<file path="src/design/cpf_pkg.sv">
`default_nettype none
// ----------------------------------------------------------------------------
// cpf_pkg
// Shared types, constants and the CRC-8 helper for the packet framer.
// ----------------------------------------------------------------------------
package cpf_pkg;

    // Input action codes.
    localparam logic ACT_START   = 1'b0;
    localparam logic ACT_PAYLOAD = 1'b1;

    // Framing constants.
    localparam logic [7:0] PREAMBLE_HI = 8'hAA;
    localparam logic [7:0] PREAMBLE_LO = 8'h55;
    localparam logic [7:0] CRC_POLY    = 8'h07;

    // Job queue sizing.
    localparam int QUEUE_DEPTH = 4;
    localparam int QPTR_W      = $clog2(QUEUE_DEPTH);
    localparam int QCNT_W      = $clog2(QUEUE_DEPTH + 1);

    // Output step counter: a start job emits up to five bytes.
    localparam int STEP_W = 3;
    localparam logic [STEP_W-1:0] STEP_PRE_HI = 3'd0;
    localparam logic [STEP_W-1:0] STEP_PRE_LO = 3'd1;
    localparam logic [STEP_W-1:0] STEP_TYPE   = 3'd2;
    localparam logic [STEP_W-1:0] STEP_LEN    = 3'd3;
    localparam logic [STEP_W-1:0] STEP_CRC    = 3'd4;
    localparam logic [STEP_W-1:0] STEP_DATA   = 3'd0;
    localparam logic [STEP_W-1:0] STEP_DCRC   = 3'd1;

    typedef enum logic {
        JOB_START   = 1'b0,
        JOB_PAYLOAD = 1'b1
    } job_kind_t;

    // One classified transaction, waiting to be serialized.
    typedef struct packed {
        job_kind_t  kind;
        logic [7:0] b0;       // type byte or payload byte
        logic [7:0] b1;       // length byte (start only)
        logic [7:0] crc;      // CRC byte, valid when has_crc is set
        logic       has_crc;  // job closes the packet
    } job_t;

    // CRC-8, MSB first, no reflection, no final XOR.
    function automatic logic [7:0] crc8_fold(input logic [7:0] crc, input logic [7:0] data);
        logic [7:0] v;
        v = crc ^ data;
        for (int i = 0; i < 8; i++) begin
            if (v[7])
                v = {v[6:0], 1'b0} ^ CRC_POLY;
            else
                v = {v[6:0], 1'b0};
        end
        return v;
    endfunction

endpackage
`default_nettype wire

</file>
<file path="src/design/crc8_packet_framer.sv">
`default_nettype none
// ----------------------------------------------------------------------------
// crc8_packet_framer
// Packet framer producing preamble, header, payload and CRC-8 byte stream.
// ----------------------------------------------------------------------------
// A start transaction yields 0xAA, 0x55, type, length and, when the length is
// zero, the CRC-8 byte (poly 0x07, init 0); each payload transaction yields the
// echoed byte and, on the last counted byte, the CRC byte with packet_end set.
// run_last marks the final byte caused by each input transaction, and payload
// bytes with no open packet are dropped without output. Output runs at one byte
// per cycle while out_ready is high; a payload transaction yields one or two
// bytes and a start four or five. Input is taken every cycle while the
// four-entry job queue has room, so it keeps accepting while output is
// stalled until the queue fills.
// ----------------------------------------------------------------------------
module crc8_packet_framer
    import cpf_pkg::*;
(
    input  wire logic       clk,
    input  wire logic       rst_n,
    input  wire logic       in_valid,
    output logic            in_ready,
    input  wire logic       action,
    input  wire logic [7:0] pkt_type,
    input  wire logic [7:0] pkt_len,
    input  wire logic [7:0] data_byte,
    output logic            out_valid,
    input  wire logic       out_ready,
    output logic [7:0]      out_byte,
    output logic            packet_end,
    output logic            run_last
);

    job_t push_job;
    job_t head_job;
    logic q_push;
    logic q_full;
    logic q_pop;
    logic q_empty;

    // Front end: classification and CRC tracking.
    cpf_front u_front (
        .clk       (clk),
        .rst_n     (rst_n),
        .in_valid  (in_valid),
        .in_ready  (in_ready),
        .action    (action),
        .pkt_type  (pkt_type),
        .pkt_len   (pkt_len),
        .data_byte (data_byte),
        .q_full    (q_full),
        .q_push    (q_push),
        .q_job     (push_job)
    );

    // Job queue decoupling the two sides.
    cpf_queue u_queue (
        .clk      (clk),
        .rst_n    (rst_n),
        .push     (q_push),
        .push_job (push_job),
        .full     (q_full),
        .pop      (q_pop),
        .head_job (head_job),
        .empty    (q_empty)
    );

    // Back end: byte serializer.
    cpf_back u_back (
        .clk        (clk),
        .rst_n      (rst_n),
        .head_job   (head_job),
        .q_empty    (q_empty),
        .q_pop      (q_pop),
        .out_valid  (out_valid),
        .out_ready  (out_ready),
        .out_byte   (out_byte),
        .packet_end (packet_end),
        .run_last   (run_last)
    );

endmodule
`default_nettype wire

</file>
<file path="src/design/cpf_front.sv">
`default_nettype none
// ----------------------------------------------------------------------------
// cpf_front
// Accepts input transactions, tracks the open packet and its CRC, and hands
// one classified job per transaction, but for a dropped payload byte, to the job queue.
// ----------------------------------------------------------------------------
module cpf_front
    import cpf_pkg::*;
(
    input  wire logic       clk,
    input  wire logic       rst_n,
    input  wire logic       in_valid,
    output logic            in_ready,
    input  wire logic       action,
    input  wire logic [7:0] pkt_type,
    input  wire logic [7:0] pkt_len,
    input  wire logic [7:0] data_byte,
    input  wire logic       q_full,
    output logic            q_push,
    output job_t            q_job
);

    logic [7:0] crc_acc_reg, crc_acc_next;
    logic [7:0] bytes_left_reg, bytes_left_next;
    logic       packet_open_reg, packet_open_next;

    logic       accept;
    logic [7:0] crc_type;
    logic [7:0] crc_start;
    logic [7:0] crc_data;
    logic [7:0] left_dec;

    // CRC candidates for both kinds of transaction.
    assign crc_type  = crc8_fold(8'h00, pkt_type);
    assign crc_start = crc8_fold(crc_type, pkt_len);
    assign crc_data  = crc8_fold(crc_acc_reg, data_byte);
    assign left_dec  = bytes_left_reg - 8'd1;

    assign in_ready = !q_full;
    assign accept   = in_valid && in_ready;

    // Classify the transaction and update the packet state.
    always_comb begin
        crc_acc_next     = crc_acc_reg;
        bytes_left_next  = bytes_left_reg;
        packet_open_next = packet_open_reg;
        q_push           = 1'b0;
        q_job.kind       = JOB_START;
        q_job.b0         = pkt_type;
        q_job.b1         = pkt_len;
        q_job.crc        = crc_start;
        q_job.has_crc    = 1'b0;
        if (accept) begin
            if (action == ACT_START) begin
                q_push = 1'b1;
                if (pkt_len == 8'd0) begin
                    q_job.has_crc    = 1'b1;
                    crc_acc_next     = 8'h00;
                    bytes_left_next  = 8'd0;
                    packet_open_next = 1'b0;
                end else begin
                    crc_acc_next     = crc_start;
                    bytes_left_next  = pkt_len;
                    packet_open_next = 1'b1;
                end
            end else if (packet_open_reg) begin
                // A payload byte with no open packet is dropped silently.
                q_push          = 1'b1;
                q_job.kind      = JOB_PAYLOAD;
                q_job.b0        = data_byte;
                q_job.crc       = crc_data;
                bytes_left_next = left_dec;
                if (left_dec == 8'd0) begin
                    q_job.has_crc    = 1'b1;
                    crc_acc_next     = 8'h00;
                    packet_open_next = 1'b0;
                end else begin
                    crc_acc_next = crc_data;
                end
            end
        end
    end

    // Packet state registers.
    always_ff @(posedge clk or negedge rst_n) begin
        if (!rst_n) begin
            crc_acc_reg     <= 8'h00;
            bytes_left_reg  <= 8'd0;
            packet_open_reg <= 1'b0;
        end else begin
            crc_acc_reg     <= crc_acc_next;
            bytes_left_reg  <= bytes_left_next;
            packet_open_reg <= packet_open_next;
        end
    end

endmodule
`default_nettype wire

</file>
<file path="src/design/cpf_queue.sv">
`default_nettype none
// ----------------------------------------------------------------------------
// cpf_queue
// Small FIFO of classified jobs between the front and the back end.
// ----------------------------------------------------------------------------
module cpf_queue
    import cpf_pkg::*;
(
    input  wire logic clk,
    input  wire logic rst_n,
    input  wire logic push,
    input  job_t      push_job,
    output logic      full,
    input  wire logic pop,
    output job_t      head_job,
    output logic      empty
);

    job_t              entry_reg [QUEUE_DEPTH];
    logic [QPTR_W-1:0] wr_ptr_reg, wr_ptr_next;
    logic [QPTR_W-1:0] rd_ptr_reg, rd_ptr_next;
    logic [QCNT_W-1:0] count_reg, count_next;

    assign full     = (count_reg == QCNT_W'(QUEUE_DEPTH));
    assign empty    = (count_reg == '0);
    assign head_job = entry_reg[rd_ptr_reg];

    // Pointer and fill count update.
    always_comb begin
        wr_ptr_next = wr_ptr_reg;
        rd_ptr_next = rd_ptr_reg;
        count_next  = count_reg;
        if (push && !full)
            wr_ptr_next = (wr_ptr_reg == QPTR_W'(QUEUE_DEPTH - 1)) ? '0 : wr_ptr_reg + 1'b1;
        if (pop && !empty)
            rd_ptr_next = (rd_ptr_reg == QPTR_W'(QUEUE_DEPTH - 1)) ? '0 : rd_ptr_reg + 1'b1;
        if ((push && !full) && !(pop && !empty))
            count_next = count_reg + 1'b1;
        else if (!(push && !full) && (pop && !empty))
            count_next = count_reg - 1'b1;
    end

    always_ff @(posedge clk or negedge rst_n) begin
        if (!rst_n) begin
            wr_ptr_reg <= '0;
            rd_ptr_reg <= '0;
            count_reg  <= '0;
        end else begin
            wr_ptr_reg <= wr_ptr_next;
            rd_ptr_reg <= rd_ptr_next;
            count_reg  <= count_next;
        end
    end

    // Job storage needs no reset.
    always_ff @(posedge clk) begin
        if (push && !full)
            entry_reg[wr_ptr_reg] <= push_job;
    end

endmodule
`default_nettype wire

</file>
<file path="src/design/cpf_back.sv">
`default_nettype none
// ----------------------------------------------------------------------------
// cpf_back
// Serializes the job at the head of the queue into framed output bytes,
// one output transaction per step.
// ----------------------------------------------------------------------------
module cpf_back
    import cpf_pkg::*;
(
    input  wire logic       clk,
    input  wire logic       rst_n,
    input  job_t            head_job,
    input  wire logic       q_empty,
    output logic            q_pop,
    output logic            out_valid,
    input  wire logic       out_ready,
    output logic [7:0]      out_byte,
    output logic            packet_end,
    output logic            run_last
);

    logic [STEP_W-1:0] step_reg, step_next;
    logic [STEP_W-1:0] last_step;
    logic              out_fire;

    assign out_valid = !q_empty;
    assign out_fire  = out_valid && out_ready;

    // Last step and byte selection for the head job.
    always_comb begin
        out_byte   = head_job.b0;
        packet_end = 1'b0;
        if (head_job.kind == JOB_START) begin
            last_step = head_job.has_crc ? STEP_CRC : STEP_LEN;
            case (step_reg)
                STEP_PRE_HI: out_byte = PREAMBLE_HI;
                STEP_PRE_LO: out_byte = PREAMBLE_LO;
                STEP_TYPE:   out_byte = head_job.b0;
                STEP_LEN:    out_byte = head_job.b1;
                default:
                begin
                    out_byte   = head_job.crc;
                    packet_end = 1'b1;
                end
            endcase
        end else begin
            last_step = head_job.has_crc ? STEP_DCRC : STEP_DATA;
            if (step_reg == STEP_DCRC) begin
                out_byte   = head_job.crc;
                packet_end = 1'b1;
            end
        end
    end

    assign run_last = (step_reg == last_step);
    assign q_pop    = out_fire && run_last;

    // Step counter advances on every output transaction.
    always_comb begin
        step_next = step_reg;
        if (out_fire)
            step_next = run_last ? '0 : step_reg + 1'b1;
    end

    always_ff @(posedge clk or negedge rst_n) begin
        if (!rst_n)
            step_reg <= '0;
        else
            step_reg <= step_next;
    end

endmodule
`default_nettype wire

</file>
<file path="config.mk">
export PLATFORM = sky130hd
export DESIGN_NAME = crc8_packet_framer
export DESIGN_NICKNAME = d
export VERILOG_FILES = /design/src/design/cpf_pkg.sv /design/src/design/crc8_packet_framer.sv /design/src/design/cpf_front.sv /design/src/design/cpf_queue.sv /design/src/design/cpf_back.sv
export SDC_FILE = /design/constraint.sdc
export NUM_CORES = 1
export LEC_CHECK = 0
export BUFFER_PORTS_ARGS = -buffer_cell sky130_fd_sc_hd__buf_2
export CELL_PAD_IN_SITES_DETAIL_PLACEMENT = 1
export CELL_PAD_IN_SITES_GLOBAL_PLACEMENT = 2
export CORE_ASPECT_RATIO = 0.7
export CORE_MARGIN = 2
export CORE_UTILIZATION = 39
export CTS_BUF_LIST = sky130_fd_sc_hd__clkbuf_16
export DETAILED_ROUTE_END_ITERATION = 8
export PLACE_DENSITY = 0.83
export SYNTH_ARGS = -nofsm -noshare
export SYNTH_HDL_FRONTEND = slang
export SYNTH_HIERARCHICAL = 1
export SYNTH_SLANG_ARGS = --single-unit
</file>
<file path="constraint.sdc">
create_clock -name clk -period 3.24 [get_ports clk]
set_input_delay 0.162 -clock clk [delete_from_list [all_inputs] [get_ports clk]]
set_output_delay 0.162 -clock clk [all_outputs]
set_load 0.02 [all_outputs]
</file>
==> metrics.cfg, run 1 <==
[floorplanning]
pin_count = 41
rows = 39
fp.dieH_um = 113
chipWidth_um = 159
placeable_core_region_um2 = 16400
total_die_area_um2 = 17900
floorplan.initialDensity = 0.401

[sta]
drv_slew = 0
relSlewSlack = 0.536
finalSetupViolations = 0
hold_viol = 0
max_freq_mhz = 333
final.setup_skew_ns = 0.0113
final_period_minus_worst_setup_slack_ns = 3.00
grt_setup_unrepaired = false
setup_ws_ns = 0.240
setup_tns_ns = 0
period_share = 0.926
timing_worst_slew_pin_value_ns = 0.696

[synthesis]
syn-mean-instance-area_um2 = 13.8
ys.warnings.count = 6
yosys.area.top_type = edfxtp_1
synthCells = 475
synth_top_cells_by_area = edfxtp_1 48%, dfrtp_1 10%, mux4_2 8.9%
synth_async_sr_flop_share = 0.206
synth-edff-count = 104
syn-cell-area_um2 = 6570
synth_top_flop_cell = edfxtp_1
synth.distinct_cells = 58
synth.yosys.seq_area_share = 0.578
synth_largest_type_area_fraction = 0.475
yosys_register_bits = 131
synth_fp_nets = 520

[layout]
final_area_um2 = 7650
num-fill-cells = 1694
mostFrequentLayoutCell = edfxtp_1
antenna_cells_inserted = 0
drive_above_1_share = 0.258
top_library_cells_by_usage_in_the_layout_fill_and_taps_aside = 104 x edfxtp_1, 53 x nand2_1, 40 x buf_2
largest_register_ff_count = 104
final-seq-area_um2 = 3800
finalNetCount = 567
synthesis_to_layout_area_growth_pct = 16.5
multiInputGateArea_um2 = 2570

[detailed_routing]
drtPass1Iterations = 4
detailroute.via_count = 4055
ant_nets_after_route = 0
first_iter_violations = 255
post_drt_wl_per_cell_um = 20.9
remaining_drc_errors = 0
route.detailed.vias_per_inst = 5.34
totalWireLength_mm = 15.9

[worst_setup_path]
cp-end-kind = flop
cp.arrival_ns = 3.34
worstPathMaxFanout = 4
critPathLaunchType = flop
criticalPathCategory = flop to flop
data_required_time_of_the_worst_path_ns = 3.58

[power]
p_leak_nw = 2.85
cell_area_power_density_nw_per_um2 = 1060
worst_ir_drop_vdd_mv = 0.417

[placement]
preCtsSetupSlack_ns = 0.178
half_perimeter_wire_length_after_detailed_placement_mm = 11.3
port-buffer-count = 40
routabilityCongestion = 0.840
placedInstanceArea_um2 = 7010

[clock_tree]
cts_root_buffer = clkbuf_16
ctsLongestPathBuffers = 2
clk_latency_ns = 0.42
clock_sink_count = 131
clkSlewWorstSetupHoldPaths_ns = 0.06
htree_levels = 4
tritoncts.num_buffers = 17
cts_tree = done

[worst_hold_path]
min-delay-path-class = input port to flop

[outcome]
run_status = finished, final reports clean

[flow_run]
cap_violations = 0

[global_routing]
gr-usage-all-layers = 0.189
global_route.overflow_total = 0
grt_start_max_net_pins = 28
antenna_violations_before_repair = 0
grt_first_pass_wirelength_mm = 25.2
first_global_vias = 4272

==> Yosys cell counts, types with 3 or more instances <==
| cell | count |
|---|---|
| clkbuf_1 | 8 |
| mux2i_1 | 3 |
| mux2_2 | 5 |
| nand3_1 | 5 |
| and2_1 | 4 |
| nor4_1 | 4 |
| xnor2_1 | 35 |
| dfrtp_1 | 27 |
| a311oi_1 | 5 |
| edfxtp_1 | 104 |
| inv_1 | 18 |
| o21ai_0 | 13 |
| nor3_1 | 10 |
| buf_6 | 3 |
| o31ai_1 | 3 |
| a221oi_1 | 7 |
| a21oi_1 | 19 |
| a2bb2oi_1 | 4 |
| ha_1 | 15 |
| o21a_1 | 3 |
| mux4_2 | 26 |
| o21ai_1 | 3 |
| buf_4 | 12 |
| nor2_1 | 26 |
| xor2_1 | 13 |
| o22ai_1 | 3 |
| xnor3_1 | 4 |
| nand2_1 | 53 |
==> report_power, final <==
group | switching (W) | total [W] | internal (W)
combinational | 0.00203 | 0.00349 | 0.00146
sequential | 0.000266 | 0.00262 | 0.00235
clock | 0.000813 | 0.00199 | 0.00117
==> critical path, cell delays in order (launching register included) <==
cell and delay [ns]:
dfrtp_2 0.41, mux4_2 0.53, inv_2 0.11, ha_1 0.19, xor2_2 0.20, nor3_4 0.06, and3_1 0.16, o31ai_2 0.12
ha_2 0.27, inv_1 0.05, fa_1 0.37, xor2_1 0.17, nor2_1 0.11, xor2_1 0.15
==> final timing paths <==
kind,from,end,slack [ns],cells past startpoint
setup / recovery,u_queue/rd_ptr_reg[0],u_queue/count_reg[2],0.24,13
hold reg to reg,u_front/crc_acc_reg[7],u_front/crc_acc_reg[7],0.53,1
hold / removal,pkt_len[2],u_queue/entry_reg[3][11],0.01,1
min in group asynchronous,rst_n,u_front/bytes_left_reg[4],0.30,2
max in group asynchronous,rst_n,u_queue/rd_ptr_reg[0],2.45,2
setup reg to reg,u_queue/rd_ptr_reg[0],u_queue/count_reg[2],0.24,13
==> layer usage <==
| layer | vias up | global-route usage | share of wire |
|---|---|---|---|
| met3 | 16 | 0.0399 | 0.042 |
| met1 | 2102 | 0.265 | 0.48 |
| met4 | 0 | 0.0564 | 0.012 |
| met5 | - | 0 | 0 |
| li1 | 1849 | - | - |
| met2 | 88 | 0.299 | 0.47 |
==> area by class of cell <==
cell class                      count  share of cell area
Sequential cell                   131               0.497
Multi-Input combinational cell    297               0.336
Clock buffer                       17              0.0556
Timing Repair Buffer               55              0.0412
Tap cell                          225              0.0368
Clock inverter                     15              0.0244
Inverter                           20             0.00981
==> through the flow <==
stage	total power [W]	hold WS, ns	cells	util
floorplan	0.00516	-0.134	475	-
global placement	0.00597	0.226	726	0.427
detailed placement	0.00613	0.242	726	0.427
CTS	0.00815	0.00587	759	0.465
global route	0.00859	0.0157	760	0.467
finish	0.00809	0.0116	760	0.467
==> what timing repair did <==
item | 4_1_cts | 5_1_grt
hold buffers | 1 | 0
setup buffers | 0 | 1
endpoints found under the hold margin | 27 | 0
resized for setup | 0 | 2
setup endpoints to repair | 0 | 1
==> cells by family (layout without fill, tap and decap cells) <==
kind of cell / Yosys count / in the layout / share of synthesized area
DFF: 131 / 131 / 0.578
and+or+nand+nor: 113 / 113 / 0.0771
AOI/OAI and AO/OA: 76 / 76 / 0.0788
xor gates and xnor gates: 56 / 56 / 0.0899
buffers and inverters: 47 / 107 / 0.0377
muxes: 36 / 36 / 0.107
adders and majority gates: 16 / 16 / 0.0316
(Power assumes the default switching activity.)
==> inputs of run 2 (changes only) <==
- PLACE_DENSITY: 0.83 -> 0.78
==> run 2 against run 1 <==
Cell area fell by 0.49%. Die area did not move. Highest routed layer unchanged. Largest cell class unchanged. Largest power group unchanged. Clock-buffer cell count did not move. Setup slack got worse by 0.061 ns.
==> metrics.cfg, run 2 (synthesis results as in run 1) <==
[sta]
period_share = 0.945
grt_setup_unrepaired = false
whs_ns = 0.0299
final_period_minus_worst_setup_slack_ns = 3.06
setup_tns_ns = 0
relSlewSlack = 0.464
drv_slew = 0
hold_viol = 0
timing_worst_slew_pin_value_ns = 0.795
finalSetupViolations = 0
max_freq_mhz = 327
final.setup_skew_ns = 0.00778

[global_routing]
first_global_vias = 4422
gr-usage-all-layers = 0.194
grt_start_max_net_pins = 28
grt_first_pass_wirelength_mm = 25.8
antenna_violations_before_repair = 0
global_route.overflow_total = 0

[detailed_routing]
remaining_drc_errors = 0
drtPass1Iterations = 5
first_iter_violations = 283
ant_nets_after_route = 0
route.detailed.vias_per_inst = 5.33
totalWireLength_mm = 15.9
detailroute.via_count = 4054
post_drt_wl_per_cell_um = 21.0

[worst_setup_path]
timing.reg2reg.setup_slack_ns = 0.18
cp-end-kind = flop
timing.critical_path.from = u_queue/rd_ptr_reg[0]
criticalPathCategory = flop to flop
cp.arrival_ns = 3.41
critPathLaunchType = flop
worst_setup_path_endpoint = u_queue/count_reg[2]
r2r-end = u_queue/count_reg[2]
worstPathMaxFanout = 6
reg2regPathDepth = 13
sequence_of_cells_on_the_critical_path = mux4_2 -> inv_1 -> ha_4 -> xor2_1 -> nor3_4 -> and3_1 -> o31ai_2 -> ha_2 -> inv_1 -> fa_1 -> xor2_1 -> nor2_1 -> xor2_1
crit-reg2reg-launch = u_queue/rd_ptr_reg[0]
data_required_time_of_the_worst_path_ns = 3.59
cell_repeated_most_along_the_worst_path = xor2_1
critical_path.max_stage_delay_ns = 0.57
cpMaxStageDelayCell = mux4_2

[power]
cell_area_power_density_nw_per_um2 = 1050
worst_ir_drop_vdd_mv = 0.391
p_leak_nw = 2.83

[placement]
placedInstanceArea_um2 = 7010
half_perimeter_wire_length_after_detailed_placement_mm = 11.3
port-buffer-count = 40
routabilityCongestion = 0.814

[layout]
final-seq-area_um2 = 3800
mostFrequentLayoutCell = edfxtp_1
largest_register_ff_count = 104
synthesis_to_layout_area_growth_pct = 15.9
antenna_cells_inserted = 0
num-fill-cells = 1689
multiInputGateArea_um2 = 2560
finalNetCount = 568
final_area_um2 = 7610
top_library_cells_by_usage_in_the_layout_fill_and_taps_aside = 104 x edfxtp_1, 53 x nand2_1, 40 x buf_2
drive_above_1_share = 0.254

[worst_hold_path]
min-delay-path-class = input port to flop

[clock_tree]
htree_levels = 4
cts_tree = done
cts_root_buffer = clkbuf_16
ctsLongestPathBuffers = 2
clk_latency_ns = 0.43
clkSlewWorstSetupHoldPaths_ns = 0.06
clock_sink_count = 131
tritoncts.num_buffers = 17

[floorplanning]
fp.dieH_um = 113
pin_count = 41
placeable_core_region_um2 = 16400
total_die_area_um2 = 17900
chipWidth_um = 159
rows = 39
floorplan.initialDensity = 0.401

[flow_run]
cap_violations = 0

[outcome]
run_status = finished, final reports clean

## run 2: where the power goes
group / switching [W] / total, W / internal [W]
sequential: 0.000270 / 0.00262 / 0.00235
combinational: 0.00204 / 0.00349 / 0.00145
clock: 0.000785 / 0.00186 / 0.00107
total: 0.00309 / 0.00798 / 0.00488
## run 2: timing repair
action,4_1_cts,5_1_grt
hold endpoints to repair,31,0
hold buffers,2,0
setup endpoints to repair,0,1
resized for setup,0,1
setup buffers,0,1
## run 2: critical path: cells and delay by family, from the launching register on
| kind | cells | cell delay [ns] |
|---|---|---|
| compound gates | 1 | 0.11 |
| xor+xnor | 3 | 0.56 |
| fa+ha+maj | 3 | 0.78 |
| buf+inv | 2 | 0.18 |
| flops | 1 | 0.44 |
| mux | 1 | 0.57 |
| simple gates | 3 | 0.37 |
## run 2: final cells by class
| type | instances | area share |
|---|---|---|
| clock inverters | 15 | 0.0192 |
| well taps | 225 | 0.0370 |
| multi-input cells | 297 | 0.336 |
| clock buffers | 17 | 0.0559 |
| repair buffers | 56 | 0.0427 |
| inverters | 20 | 0.00986 |
| flip-flops and latches | 131 | 0.499 |
## run 2: per-layer routing
metal	wire [um]	share of wire	global-route usage	vias up
li1	-	-	-	1859
met1	7370	0.46	0.264	2074
met2	7490	0.47	0.308	100
met3	889	0.056	0.0510	21
met4	191	0.012	0.0558	0
met5	0	0	0	-
## run 2: how the worst min path moves through the flow
stage,start,end,depth (start not counted)
after global placement,rst_n,u_front/bytes_left_reg[1],1
after global routing,pkt_len[0],u_queue/entry_reg[3][9],1
after floorplan,rst_n,u_back/step_reg[0],0
after CTS,pkt_len[0],u_queue/entry_reg[3][9],1
final,pkt_len[0],u_queue/entry_reg[3][9],1
after detailed placement,rst_n,u_front/bytes_left_reg[4],1
## run 2: per-stage QoR
step | utilization | power, W | std cells | setup slack, ns
after global placement | 0.427 | 0.00599 | 726 | 0.272
final | 0.464 | 0.00798 | 761 | 0.179
after global routing | 0.464 | 0.00848 | 761 | 0.0102
after detailed placement | 0.427 | 0.00614 | 726 | 0.183
after CTS | 0.464 | 0.00804 | 760 | 0.118
after floorplan | - | 0.00516 | 475 | 0.0399
==> inputs of run 3 (changes only) <==
- CORE_UTILIZATION: 39 -> 44
- PLACE_DENSITY: 0.78 -> 0.83
- clock period: 3.24 -> 3.5 ns (I/O delays scaled with it)
==> run 3 against run 2 <==
Setup slack gained 0.0016 ns. Worst hold slack better by 0.039 ns. Critical path depth down 2. Via count increased by 1.3%. Clock power hardly changed. Register-to-register slack is essentially flat. Non-clock buffer count is 3 lower. Flip-flop and latch count did not move. Combinational power is 9.5% lower. Critical endpoint is now u_queue/count_reg[1]. Global-route usage is 3.1 points higher. Sequential share of layout area increased by 0.43 points.
==> metrics.cfg, run 3 (synthesis results as in run 1) <==
[clock_tree]
cts_root_buffer = clkbuf_16
clk_latency_ns = 0.42
cts_tree = done
clock_sink_count = 131
postCtsSetupRepairBufs = 0
tritoncts.num_buffers = 17
ctsLongestPathBuffers = 2
clkSlewWorstSetupHoldPaths_ns = 0.06
htree_levels = 4

[power]
cell_area_power_density_nw_per_um2 = 984
worst_ir_drop_vdd_mv = 0.410
p_leak_nw = 2.83

[layout]
num-fill-cells = 1490
largest_register_ff_count = 104
utilization = 0.516
drive_above_1_share = 0.242
mostFrequentLayoutCell = edfxtp_1
multiInputGateArea_um2 = 2520
final-seq-area_um2 = 3800
antenna_cells_inserted = 0
finalNetCount = 565
top_library_cells_by_usage_in_the_layout_fill_and_taps_aside = 104 x edfxtp_1, 53 x nand2_1, 40 x buf_2
synthesis_to_layout_area_growth_pct = 14.9

[worst_setup_path]
data_required_time_of_the_worst_path_ns = 3.81
worstPathMaxFanout = 5
cp-end-kind = flop
criticalPathCategory = flop to flop
cpMaxStageDelayCell = mux4_2
critical_path.max_stage_delay_ns = 0.55
sequence_of_cells_on_the_critical_path = mux4_2 -> inv_1 -> ha_1 -> xnor2_1 -> nor3_2 -> and3_1 -> o31ai_2 -> ha_1 -> inv_1 -> fa_1 -> mux2_2
critPathLaunchType = flop
reg2regPathDepth = 11
cp.arrival_ns = 3.63

[floorplanning]
fp.dieH_um = 106
rows = 37
total_die_area_um2 = 15900
placeable_core_region_um2 = 14600
chipWidth_um = 150
pin_count = 41
floorplan.initialDensity = 0.449

[sta]
setup_tns_ns = 0
period_share = 0.948
grt_setup_unrepaired = false
hold_viol = 0
timing_worst_slew_pin_value_ns = 0.779
relSlewSlack = 0.480
drv_slew = 0
final.setup_skew_ns = 0.00841
max_freq_mhz = 301
final_period_minus_worst_setup_slack_ns = 3.32
finalSetupViolations = 0

[detailed_routing]
first_iter_violations = 292
post_drt_wl_per_cell_um = 22.8
drtPass1Iterations = 5
totalWireLength_mm = 16.5
remaining_drc_errors = 0
detailroute.via_count = 4108
ant_nets_after_route = 0
route.detailed.vias_per_inst = 5.65

[global_routing]
antenna_violations_before_repair = 0
global_route.overflow_total = 0
grt_start_max_net_pins = 28
gr-usage-all-layers = 0.225
first_global_vias = 4347
grt_first_pass_wirelength_mm = 25.5

[outcome]
run_status = finished, final reports clean

[worst_hold_path]
hold_path_depth = 1
min-delay-path-class = input port to flop

[placement]
half_perimeter_wire_length_after_detailed_placement_mm = 11.5
routabilityCongestion = 0.876
port-buffer-count = 40

[flow_run]
cap_violations = 0

## run 3: cell types whose count changed in the layout (fill, tap and decap cells not counted), sizes merged
| cell | change |
|---|---|
| buf | -2 |
| bufinv | +2 |
| inv | -2 |
| clkinv | -1 |
| dlygate4sd3 | -1 |
## run 3: through the flow
stage | worst slack [ns] | hold slack [ns] | power [W] | std cells | instance area (um2)
after floorplan | 0.00868 | -0.121 | 0.00470 | 475 | 6570
after CTS | 0.0845 | 0.0356 | 0.00749 | 727 | 7550
after global routing | 0.0177 | 0.0579 | 0.00786 | 727 | 7550
after global placement | 0.378 | 0.270 | 0.00545 | 695 | 6930
after detailed placement | 0.143 | 0.269 | 0.00562 | 695 | 6930
final | 0.181 | 0.0691 | 0.00743 | 727 | 7550
## run 3: layout make-up
type	count	share of cell area
Clock inverter	14	0.0240
Timing Repair Buffer	53	0.0398
Multi-Input combinational cell	297	0.334
Inverter	20	0.00994
Tap cell	195	0.0323
Sequential cell	131	0.503
Clock buffer	17	0.0563
## run 3: final timing paths
path,start,to,slack (ns)
min in group asynchronous,rst_n,u_front/crc_acc_reg[3],0.35
max,u_queue/rd_ptr_reg[0],u_queue/count_reg[1],0.18
min reg2reg,u_front/crc_acc_reg[7],u_front/crc_acc_reg[7],0.53
min,pkt_len[2],u_queue/entry_reg[2][11],0.07
max in group asynchronous,rst_n,u_queue/rd_ptr_reg[0],2.64
max reg2reg,u_queue/rd_ptr_reg[0],u_queue/count_reg[1],0.18
## run 3: report_power, final
group	total (W)	leakage, nW	internal (W)	switching (W)
combinational	0.00316	1.27	0.00128	0.00188
clock	0.00184	0.294	0.00113	0.000711
sequential	0.00243	1.26	0.00218	0.000254
total	0.00743	2.83	0.00459	0.00284
## run 3: critical path, delay by kind of cell (launching register included)
kind	cells	cell delay, ns
flops	1	0.42
simple gates	2	0.58
xor+xnor	1	0.15
buf+inv	2	0.23
fa+ha+maj	3	0.89
compound gates	1	0.12
mux	2	0.82
## run 3: metal layers
layer  GRT usage  vias up  part of all wire
li1            -     1850                 -
met1       0.317     2129              0.47
met2       0.348      109              0.47
met3      0.0485       20             0.042
met4      0.0755        0             0.016
met5           0        -                 0
## run 3: what timing repair did
| action | 4_1_cts | 5_1_grt |
|---|---|---|
| hold buffers | 1 | 0 |
| endpoints found under the setup margin | 0 | 2 |
| endpoints found under the hold margin | 27 | 0 |
| resized for setup | 0 | 2 |
